## src/indexed_min_heap_decrease_key_assert.svh

```systemverilog
// Assertion macros shared by the indexed min-heap RTL.
`ifndef INDEXED_MIN_HEAP_DECREASE_KEY_ASSERT_SVH
`define INDEXED_MIN_HEAP_DECREASE_KEY_ASSERT_SVH

// Checks that cons holds in the same cycle as ante; uses clk and arst_n of the includer.
`define IMH_ASSERT_SAME(label, ante, cons, msg) \
	label: assert property (@(posedge clk) disable iff (!arst_n) (ante) |-> (cons)) \
		else $error(msg);

// Checks that cons holds in the cycle after ante.
`define IMH_ASSERT_NEXT(label, ante, cons, msg) \
	label: assert property (@(posedge clk) disable iff (!arst_n) (ante) |=> (cons)) \
		else $error(msg);

`endif

```

## src/imh_cmp.sv

```systemverilog
// Shared (key, node) priority comparator used by every sift step.
`timescale 1ns / 1ps

module imh_cmp #(
	parameter int KEY_W  = 32,
	parameter int NODE_W = 8
) (
	input  logic [KEY_W-1:0]  a_key,
	input  logic [NODE_W-1:0] a_node,
	input  logic [KEY_W-1:0]  b_key,
	input  logic [NODE_W-1:0] b_node,
	output logic              a_first
);

	// A smaller key wins; on equal keys the smaller node number wins.
	assign a_first = (a_key < b_key) || ((a_key == b_key) && (a_node < b_node));

endmodule

```

## config.mk

```make
export PLATFORM = sky130hd
export DESIGN_NAME = imh_cmp
export DESIGN_NICKNAME = d
export VERILOG_FILES = /design/src/indexed_min_heap_decrease_key_assert.svh /design/src/imh_cmp.sv
export SDC_FILE = /design/constraint.sdc
export NUM_CORES = 1
export LEC_CHECK = 0
export BUFFER_PORTS_ARGS = -buffer_cell sky130_fd_sc_hd__buf_2
export CAP_MARGIN = 20
export CELL_PAD_IN_SITES_DETAIL_PLACEMENT = 0
export CELL_PAD_IN_SITES_GLOBAL_PLACEMENT = 1
export CORE_ASPECT_RATIO = 0.75
export CORE_MARGIN = 3
export CORE_UTILIZATION = 27
export DETAILED_ROUTE_END_ITERATION = 12
export PLACE_DENSITY = 0.93
export SLEW_MARGIN = 20
export SYNTH_ARGS = -nofsm -noshare
export SYNTH_HDL_FRONTEND = slang
export SYNTH_SLANG_ARGS = --single-unit
```

## constraint.sdc

```tcl
create_clock -name vclk -period 1.61
set_clock_uncertainty 0.1 [all_clocks]
set_input_delay 0.0805 -clock vclk [all_inputs]
set_output_delay 0.0805 -clock vclk [all_outputs]
set_load 0.01 [all_outputs]
```

==> key figures, run 1 <==
Run status
  – Status: complete, but fails checks
  – Violated checks: negative setup slack

Layout
  – Sequential cells: 0
  – CLK BUF: 0
  – Final Cell Area: 0.00175 sq mm
  – Layout area overhead: 74.5%
  – Fillers: 340
  – ANT cells: 0
  – Final Net Count: 352
  – Register Area: 0 sq um
  – Layout cells sized above 1: 48.1%
  – Final core utilization: 51.1%

STA
  – Slew @ Worst Pin: 0.247 ns
  – Final setup fails: 1
  – Final period util: 102%
  – Rel. slew slack: 83.4%
  – Tmin final: 1.65 ns
  – Final Hold Fails: 0
  – Fmax: 608 MHz
  – Worst Slack Setup Final: -0.0359 ns
  – Max Slew Vio Count: 0
  – WHS: 0.571 ns
  – RSZ-0062 raised after global routing: true

Pwr
  – Cell area power density: 232 mW/mm^2
  – Peak VDD IR: 0.0833 mV
  – Design Power: 0.000405 W
  – Leakage: 1.03 nW

Drt
  – Post-route ant nets: 0
  – Vias: 1229
  – DR DRC count: 0
  – Initial DRT Pass Iterations: 2
  – Wire per inst: 10.1 um
  – Starting DRT DRC Count: 16
  – Via/cell ratio: 4.37
  – Final WL: 2840 um

Worst setup path
  – Family with the most delay on the worst path: compound AO/OA/AOI/OAI gates
  – WP buf/inv: 4
  – CP arrival: 1.47 ns
  – Worst EP required: 1.43 ns
  – Worst Setup SP: b_key[9]
  – CP most frequent cell: buf_2
  – WP depth: 9
  – Worst setup path end: a_first
  – Worst Path Max Fanout: 2
  – Crit path capture type: output port
  – Crit path cell chain: buf_2, inv_1, ha_1, nand4_1, buf_4, a2111o_1, o211ai_1, o211ai_2, buf_2
  – Type of origin of the critical path: input port
  – Slowest stage cell on the critical path: a2111o_1
  – Largest stage delay, worst path: 0.33 ns
  – Setup CP Type: input port to output port

Logic synthesis
  – Synth Warn #: 0
  – Synth cell types: 21
  – Area leader, netlist: ha_1
  – Syn nets: 260
  – Syn avg cell area: 7.11 sq um
  – Sequential fraction of the synthesis area: 0%
  – Mapped Cells: 141
  – Yosys top cell area share: 48.7%
  – Synth area leaders: ha_1 (49%), inv_1 (15%), a21oi_1 (7.5%), nand2_1 (3.7%), nand4_1 (3.7%)
  – Mapped cell area: 0.00100 sq mm

Placement
  – Placed cell areas: 0.00151 sq mm
  – Detailed placement HPWL: 2430 um
  – RD Place Congestion: 0.793
  – Setup WS pre-CTS: -0.194 ns
  – Buffers added on ports: 81

Global routing
  – Total GRT Usage: 12.4%
  – Largest net degree at the start of global routing: 4
  – First-pass GRT wire length: 4800 um
  – Initial antenna violation count: 0
  – Gr ovfl total: 0
  – Vias in the first global route: 1190

Die
  – Die ar.: 0.00449 sq mm
  – FP Rows: 18
  – Die Ht: 58.8 um
  – Core area: 0.00342 sq mm
  – Initial Util: 29.3%
  – # IOs: 81
  – Die width: 76.4 um

Min path
  – HP Class: input port to output port
  – Hold Path Cell Cnt: 6

Clock tree
  – Hold_buf cts: 0

Job
  – Max Cap Viol: 0
[kinds of logic (layout without fill, tap and decap cells)]
logic type               count (synthesis)  after routing  share of synthesized area (%)
buffers and inverters                   41            131                           15.4
adder cells (fa/ha/maj)                 39             39                           48.7
AO/OA/AOI/OAI                           33             33                           21.3
AND/OR/NAND/NOR                         28             28                           14.6
[layer usage]
metal	GRT usage [%]	vias to the layer above	share of wire, %
met5	0	-	0
met1	17.4	521	47
met3	1.22	2	6.6
li1	-	666	-
met2	21.5	40	45
met4	0.775	0	0.67
[timing repair]
action	4_1_cts	5_1_grt
buffers inserted	3	1
gates resized for setup	22	9
hold endpoints to repair	0	0
pin swaps	10	10
endpoints found under the setup margin	1	1
[layout make-up]
class	instances	area, sq um	area share [%]
inverter	41	159	9.08
multi-input combinational	100	1000	57.4
tap	50	62.6	3.58
timing repair buffer	90	523	29.9
[cell usage after synthesis, drive strengths merged, types with 2 or more instances]
library cell  count
a211o             2
nand2            10
nor2              5
ha               39
a21oi            15
o211ai            4
nand3             2
o21ai             4
inv              41
a21o              4
nand4             7
[cells in the final DEF, fill, tap and decap left out, types with 2 or more instances in the layout]
cell type,instances
inv_2,3
nand3_1,2
inv_4,2
buf_6,8
nand4_1,6
a211o_1,2
o211ai_1,3
o21ai_0,3
buf_4,9
buf_2,73
nand2_1,9
a21oi_1,15
ha_4,10
ha_1,29
a21o_1,4
inv_1,36
nor2_1,5
[power by group]
part / switching (W) / leakage [nW] / total [W] / internal, W
Sequential: 0 / 0 / 0 / 0
Clock: 0 / 0 / 0 / 0
Combinational: 0.000178 / 1.03 / 0.000405 / 0.000227
Total: 0.000178 / 1.03 / 0.000405 / 0.000227
[through the flow]
step / std cells / TNS [ns]
2_1_floorplan: 141 / 0
3_3_place_gp: 277 / -0.145
3_5_place_dp: 277 / -0.194
4_1_cts: 280 / -0.0698
5_1_grt: 281 / -0.144
6_report: 281 / -0.0359
[worst min path at each step]
| stage | from | to |
|---|---|---|
| 3_5_place_dp | a_key[31] | a_first |
| 3_3_place_gp | a_key[31] | a_first |
| 2_1_floorplan | a_key[15] | a_first |
| 4_1_cts | a_key[31] | a_first |
| 5_1_grt | a_key[31] | a_first |
| 6_report | a_key[31] | a_first |
No activity file was read; power rests on OpenSTA's default activity.
==> run 2, diff against run 1 <==
--- a/config.mk
+++ b/config.mk
@@ -5,6 +5,7 @@
 export SDC_FILE = /design/constraint.sdc
 export NUM_CORES = 1
 export LEC_CHECK = 0
+export ABC_AREA = 1
 export BUFFER_PORTS_ARGS = -buffer_cell sky130_fd_sc_hd__buf_2
 export CAP_MARGIN = 20
 export CELL_PAD_IN_SITES_DETAIL_PLACEMENT = 0
@@ -13,7 +14,7 @@
 export CORE_MARGIN = 3
 export CORE_UTILIZATION = 27
 export DETAILED_ROUTE_END_ITERATION = 12
-export PLACE_DENSITY = 0.93
+export PLACE_DENSITY = 0.92
 export SLEW_MARGIN = 20
 export SYNTH_ARGS = -nofsm -noshare
 export SYNTH_HDL_FRONTEND = slang
==> key figures, run 2 <==
Die
  – FP Rows: 19
  – Initial Util: 28.8%
  – # IOs: 81
  – Die width: 79.4 um
  – Die Ht: 61.0 um
  – Core area: 0.00378 sq mm
  – Die ar.: 0.00484 sq mm

Pwr
  – Switch share: 48.6%
  – Leakage: 1.06 nW
  – Combinational share of power: 100.0%
  – Register share of total power: 0%
  – Clk pwr share: 0%
  – Peak VDD IR: 0.0897 mV
  – Cell area power density: 217 mW/mm^2
  – NetSw: 0.000168 W
  – Design Power: 0.000346 W
  – Cell Int Power: 0.000178 W

Drt
  – Starting DRT DRC Count: 13
  – Via/cell ratio: 4.04
  – Post-route ant nets: 0
  – Wire per inst: 7.98 um
  – Final WL: 2440 um
  – DR DRC count: 0
  – Vias: 1237
  – Initial DRT Pass Iterations: 4

STA
  – Fmax: 715 MHz
  – Rel. slew slack: 88.4%
  – Setup Total Neg Slack: 0 ns
  – Final period util: 86.8%
  – RSZ-0062 raised after global routing: false
  – Final Hold Fails: 0
  – Max Slew Vio Count: 0
  – Slew @ Worst Pin: 0.172 ns
  – Tmin final: 1.40 ns
  – Final setup fails: 0

Layout
  – Layout area overhead: 46.5%
  – Register Area: 0 sq um
  – Leading cell types in the layout, fill and taps excluded: buf_2 (81), inv_1 (48), nand2_1 (41)
  – Final Cell Area: 0.00160 sq mm
  – Sequential cells: 0
  – CLK BUF: 0
  – Final Net Count: 375
  – Most common cell after layout, fill and taps aside: buf_2
  – Fillers: 420
  – ANT cells: 0
  – Layout cells sized above 1: 39.4%
  – Final std cells w/o fill: 306

Global routing
  – Vias in the first global route: 1114
  – First-pass GRT wire length: 4130 um
  – Gr ovfl total: 0
  – Total GRT Usage: 9.82%
  – Initial antenna violation count: 0
  – Largest net degree at the start of global routing: 4

Logic synthesis
  – Syn nets: 292
  – Compound-gate portion of the synthesized area: 9.64%
  – Synth Area in Adders: 44.8%
  – Post-synth top cells: inv_1 (48), nand2_1 (41), ha_1 (39)
  – XOR/XNOR Fraction of Synth Area: 0%
  – Synth area leaders: ha_1 (45%), inv_1 (17%), nand2_1 (14%), a21oi_1 (6.9%), nor2_1 (2.8%)
  – Syn avg cell area: 6.30 sq um
  – Synth cell types: 18
  – Synth Warn #: 0
  – Mapped Cells: 173
  – Mapped cell area: 0.00109 sq mm
  – Area leader, netlist: ha_1
  – Sequential fraction of the synthesis area: 0%
  – Post-Synth Simple-Gate Area: 28.4%
  – Main combinational cell family by area after synthesis: adder cells
  – Count leader, synth: inv_1
  – Yosys top cell area share: 44.8%
  – Post-synthesis mux area share: 0%

Worst setup path
  – Crit path capture type: output port
  – Type of origin of the critical path: input port
  – Worst EP required: 1.43 ns
  – Worst Path Max Fanout: 2
  – CP arrival: 1.22 ns
  – Setup CP Type: input port to output port

Placement
  – Dpl cells: 306
  – RD Place Congestion: 0.694
  – Buffers added on ports: 81
  – Detailed placement HPWL: 2370 um
  – Placed cell areas: 0.00156 sq mm

Run status
  – Status: finished, final reports clean

Min path
  – Hold Path Cell Cnt: 9
  – HP Start: a_node[0]
  – Hold EP: a_first
  – HP Class: input port to output port

Clock tree
  – Post-CTS Setup Bufs: 0
  – Hold_buf cts: 0
  – Post-CTS resize count: 0

Job
  – Max Cap Viol: 0
run 2: cell count changes in the layout (fill, tap and decap cells not counted), moves of 3 or more:
cell / before / now
a21o_1: 4 / 1
a21oi_1: 15 / 12
a21oi_2: 0 / 3
buf_2: 73 / 81
buf_4: 9 / 0
buf_6: 8 / 0
ha_1: 29 / 37
ha_4: 10 / 2
inv_1: 36 / 48
nand2_1: 9 / 41
nand4_1: 6 / 1
nor2_1: 5 / 8
o211ai_1: 3 / 0
run 2: power groups by stage:
| stage | clock network [W] | registers, W | logic, W |
|---|---|---|---|
| floorplan | 0 | 0 | 0.000201 |
| global placement | 0 | 0 | 0.000333 |
| detailed placement | 0 | 0 | 0.000338 |
| CTS | 0 | 0 | 0.000341 |
| global route | 0 | 0 | 0.000415 |
| finish | 0 | 0 | 0.000346 |
run 2: worst max-delay path by stage:
| stage | start | end | cells after the start |
|---|---|---|---|
| final | a_key[21] | a_first | 10 |
| after global routing | b_key[15] | a_first | 11 |
| after CTS | a_key[19] | a_first | 12 |
| after detailed placement | a_key[19] | a_first | 12 |
| after global placement | a_key[19] | a_first | 12 |
| after floorplan | b_key[7] | a_first | 10 |
run 2: worst max-delay path, stage by stage:
cell and delay (ns):
buf_2 0.10, ha_1 0.31, a21oi_2 0.12, nor2_1 0.05, nor2_1 0.08, nand3_1 0.09, a21oi_2 0.15, nand2_1 0.06
nand2_1 0.05, buf_2 0.13
run 2: layer usage:
metal  vias up  share of wire [%]  GRT usage, %
li1        702                  -             -
met1       488                 46          13.2
met2        47                 43          18.0
met3         0                 11          1.46
met4         0                  0             0
met5         -                  0             0
run 2: metrics by stage:
stage	setup slack, ns	hold slack [ns]	util, %
after floorplan	0.468	0.429	-
after global placement	0.170	0.669	41.3
after detailed placement	0.149	0.668	41.3
after CTS	0.140	0.668	41.3
after global routing	0.00384	0.739	42.2
final	0.212	0.652	42.2
run 2: layout make-up:
cell class / count / area (sq um) / area share [%]
multi-input combinational: 123 / 938 / 58.8
timing repair buffer: 81 / 405 / 25.4
inverter: 50 / 188 / 11.8
tap: 52 / 65.1 / 4.08
run 2: logic make-up after synthesis:
group	Yosys count
AO/OA/AOI/OAI	20
buffers and inverters	50
adder cells (fa/ha/maj)	39
AND/OR/NAND/NOR	64
==> run 3, diff against run 2 <==
--- a/config.mk
+++ b/config.mk
@@ -14,6 +14,7 @@
 export CORE_MARGIN = 3
 export CORE_UTILIZATION = 27
 export DETAILED_ROUTE_END_ITERATION = 12
+export GPL_TIMING_DRIVEN = 0
 export PLACE_DENSITY = 0.92
 export SLEW_MARGIN = 20
 export SYNTH_ARGS = -nofsm -noshare
==> key figures, run 3 (synthesized netlist as in run 2, its figures left out) <==
Layout
  – Sequential cells: 0
  – Register Area: 0 sq um
  – Layout cells sized above 1: 37.8%
  – Leading cell types in the layout, fill and taps excluded: buf_2 (81), inv_1 (48), nand2_1 (41)
  – ANT cells: 0
  – Final Net Count: 375
  – Layout area overhead: 43.5%
  – CLK BUF: 0
  – Most common cell after layout, fill and taps aside: buf_2

Run status
  – Status: finished, final reports clean

STA
  – Fmax: 717 MHz
  – WHS: 0.645 ns
  – Final setup fails: 0
  – Setup Total Neg Slack: 0 ns
  – Slew @ Worst Pin: 0.171 ns
  – Final Hold Fails: 0
  – Rel. slew slack: 88.5%
  – Tmin final: 1.39 ns
  – Worst Slack Setup Final: 0.216 ns
  – RSZ-0062 raised after global routing: false
  – Final period util: 86.6%
  – Max Slew Vio Count: 0

Pwr
  – Leakage: 1.05 nW
  – Clk pwr share: 0%
  – Switch share: 48.6%
  – Register share of total power: 0%
  – Combinational share of power: 100.0%
  – Cell area power density: 212 mW/mm^2
  – Cell Int Power: 0.000171 W
  – Peak VDD IR: 0.0822 mV
  – Design Power: 0.000332 W
  – NetSw: 0.000162 W

Global routing
  – Total GRT Usage: 9.25%
  – Vias in the first global route: 1042
  – Largest net degree at the start of global routing: 4
  – Initial antenna violation count: 0
  – Gr ovfl total: 0
  – First-pass GRT wire length: 3880 um

Drt
  – Vias: 1232
  – Wire per inst: 7.64 um
  – Post-route ant nets: 0
  – Via/cell ratio: 4.03
  – Initial DRT Pass Iterations: 4
  – Final WL: 2340 um
  – Starting DRT DRC Count: 6
  – DR DRC count: 0

Job
  – Max Cap Viol: 0

Worst setup path
  – Largest stage delay, worst path: 0.30 ns
  – Worst setup path end: a_first
  – CP most frequent cell: nand2_1
  – Type of origin of the critical path: input port
  – Crit path cell chain: buf_2, ha_1, nand2_1, inv_1, nand2_1, nand2_1, nand2_1, nand3_1, a21oi_2, nand2_1, nand2_1, buf_2
  – Worst EP required: 1.43 ns
  – WP depth: 12
  – Worst Path Max Fanout: 2
  – Setup CP Type: input port to output port
  – Worst Setup SP: a_key[19]
  – CP arrival: 1.21 ns
  – Family with the most delay on the worst path: simple AND/OR/NAND/NOR gates
  – Crit path capture type: output port
  – WP buf/inv: 3
  – Slowest stage cell on the critical path: ha_1

Die
  – FP Rows: 19
  – Die ar.: 0.00484 sq mm
  – Initial Util: 28.8%
  – Die width: 79.4 um
  – Die Ht: 61.0 um
  – # IOs: 81
  – Core area: 0.00378 sq mm

Placement
  – Detailed placement HPWL: 2320 um
  – Buffers added on ports: 81
  – Setup WS pre-CTS: 0.146 ns
  – RD Place Congestion: 0.680

Clock tree
  – Hold_buf cts: 0

Min path
  – HP Class: input port to output port
==> run 3: cell types whose count changed in the layout (fill, tap and decap cells not counted) <==
cell	before	now
a21oi_1	12	14
a21oi_2	3	1
ha_4	2	0
ha_1	37	39
==> run 3: cell type report <==
type | count | area [sq um]
Fill cell | 434 | 2220
Multi-Input combinational cell | 123 | 906
Timing Repair Buffer | 81 | 405
Inverter | 50 | 188
Tap cell | 52 | 65.1
==> run 3: worst min path at each step <==
| stage | startpoint | endpoint | slack, ns | depth (start not counted) |
|---|---|---|---|---|
| 6_report | a_node[0] | a_first | 0.64 | 9 |
| 5_1_grt | a_node[3] | a_first | 0.71 | 8 |
| 4_1_cts | a_node[0] | a_first | 0.67 | 9 |
| 3_5_place_dp | a_node[0] | a_first | 0.67 | 9 |
| 3_3_place_gp | a_node[0] | a_first | 0.67 | 9 |
| 2_1_floorplan | a_node[0] | a_first | 0.43 | 7 |
==> run 3: layer usage <==
metal | part of all wire (%) | wire, um | track usage (%) | vias to the layer above
met1 | 47 | 1110 | 13.1 | 483
li1 | - | - | - | 702
met4 | 0 | 0 | 0 | 0
met5 | 0 | 0 | 0 | -
met3 | 10 | 242 | 1.32 | 0
met2 | 42 | 989 | 16.2 | 47
==> run 3: timing repair <==
action                                  4_1_cts  5_1_grt
endpoints found under the setup margin        0        1
resized for setup                             0        1
buffers inserted                              0        0
==> run 3: power groups by stage <==
| stage | Combinational (W) | Clock (W) | Sequential (W) |
|---|---|---|---|
| 2_1_floorplan | 0.000201 | 0 | 0 |
| 3_3_place_gp | 0.000330 | 0 | 0 |
| 3_5_place_dp | 0.000337 | 0 | 0 |
| 4_1_cts | 0.000339 | 0 | 0 |
| 5_1_grt | 0.000400 | 0 | 0 |
| 6_report | 0.000332 | 0 | 0 |
==> run 3: metrics by stage <==
stage	std cells	utilization [%]	area (sq um)
after global placement	306	41.3	1560
final	306	41.4	1560
after global routing	306	41.4	1560
after CTS	306	41.3	1560
after detailed placement	306	41.3	1560
after floorplan	173	-	1090
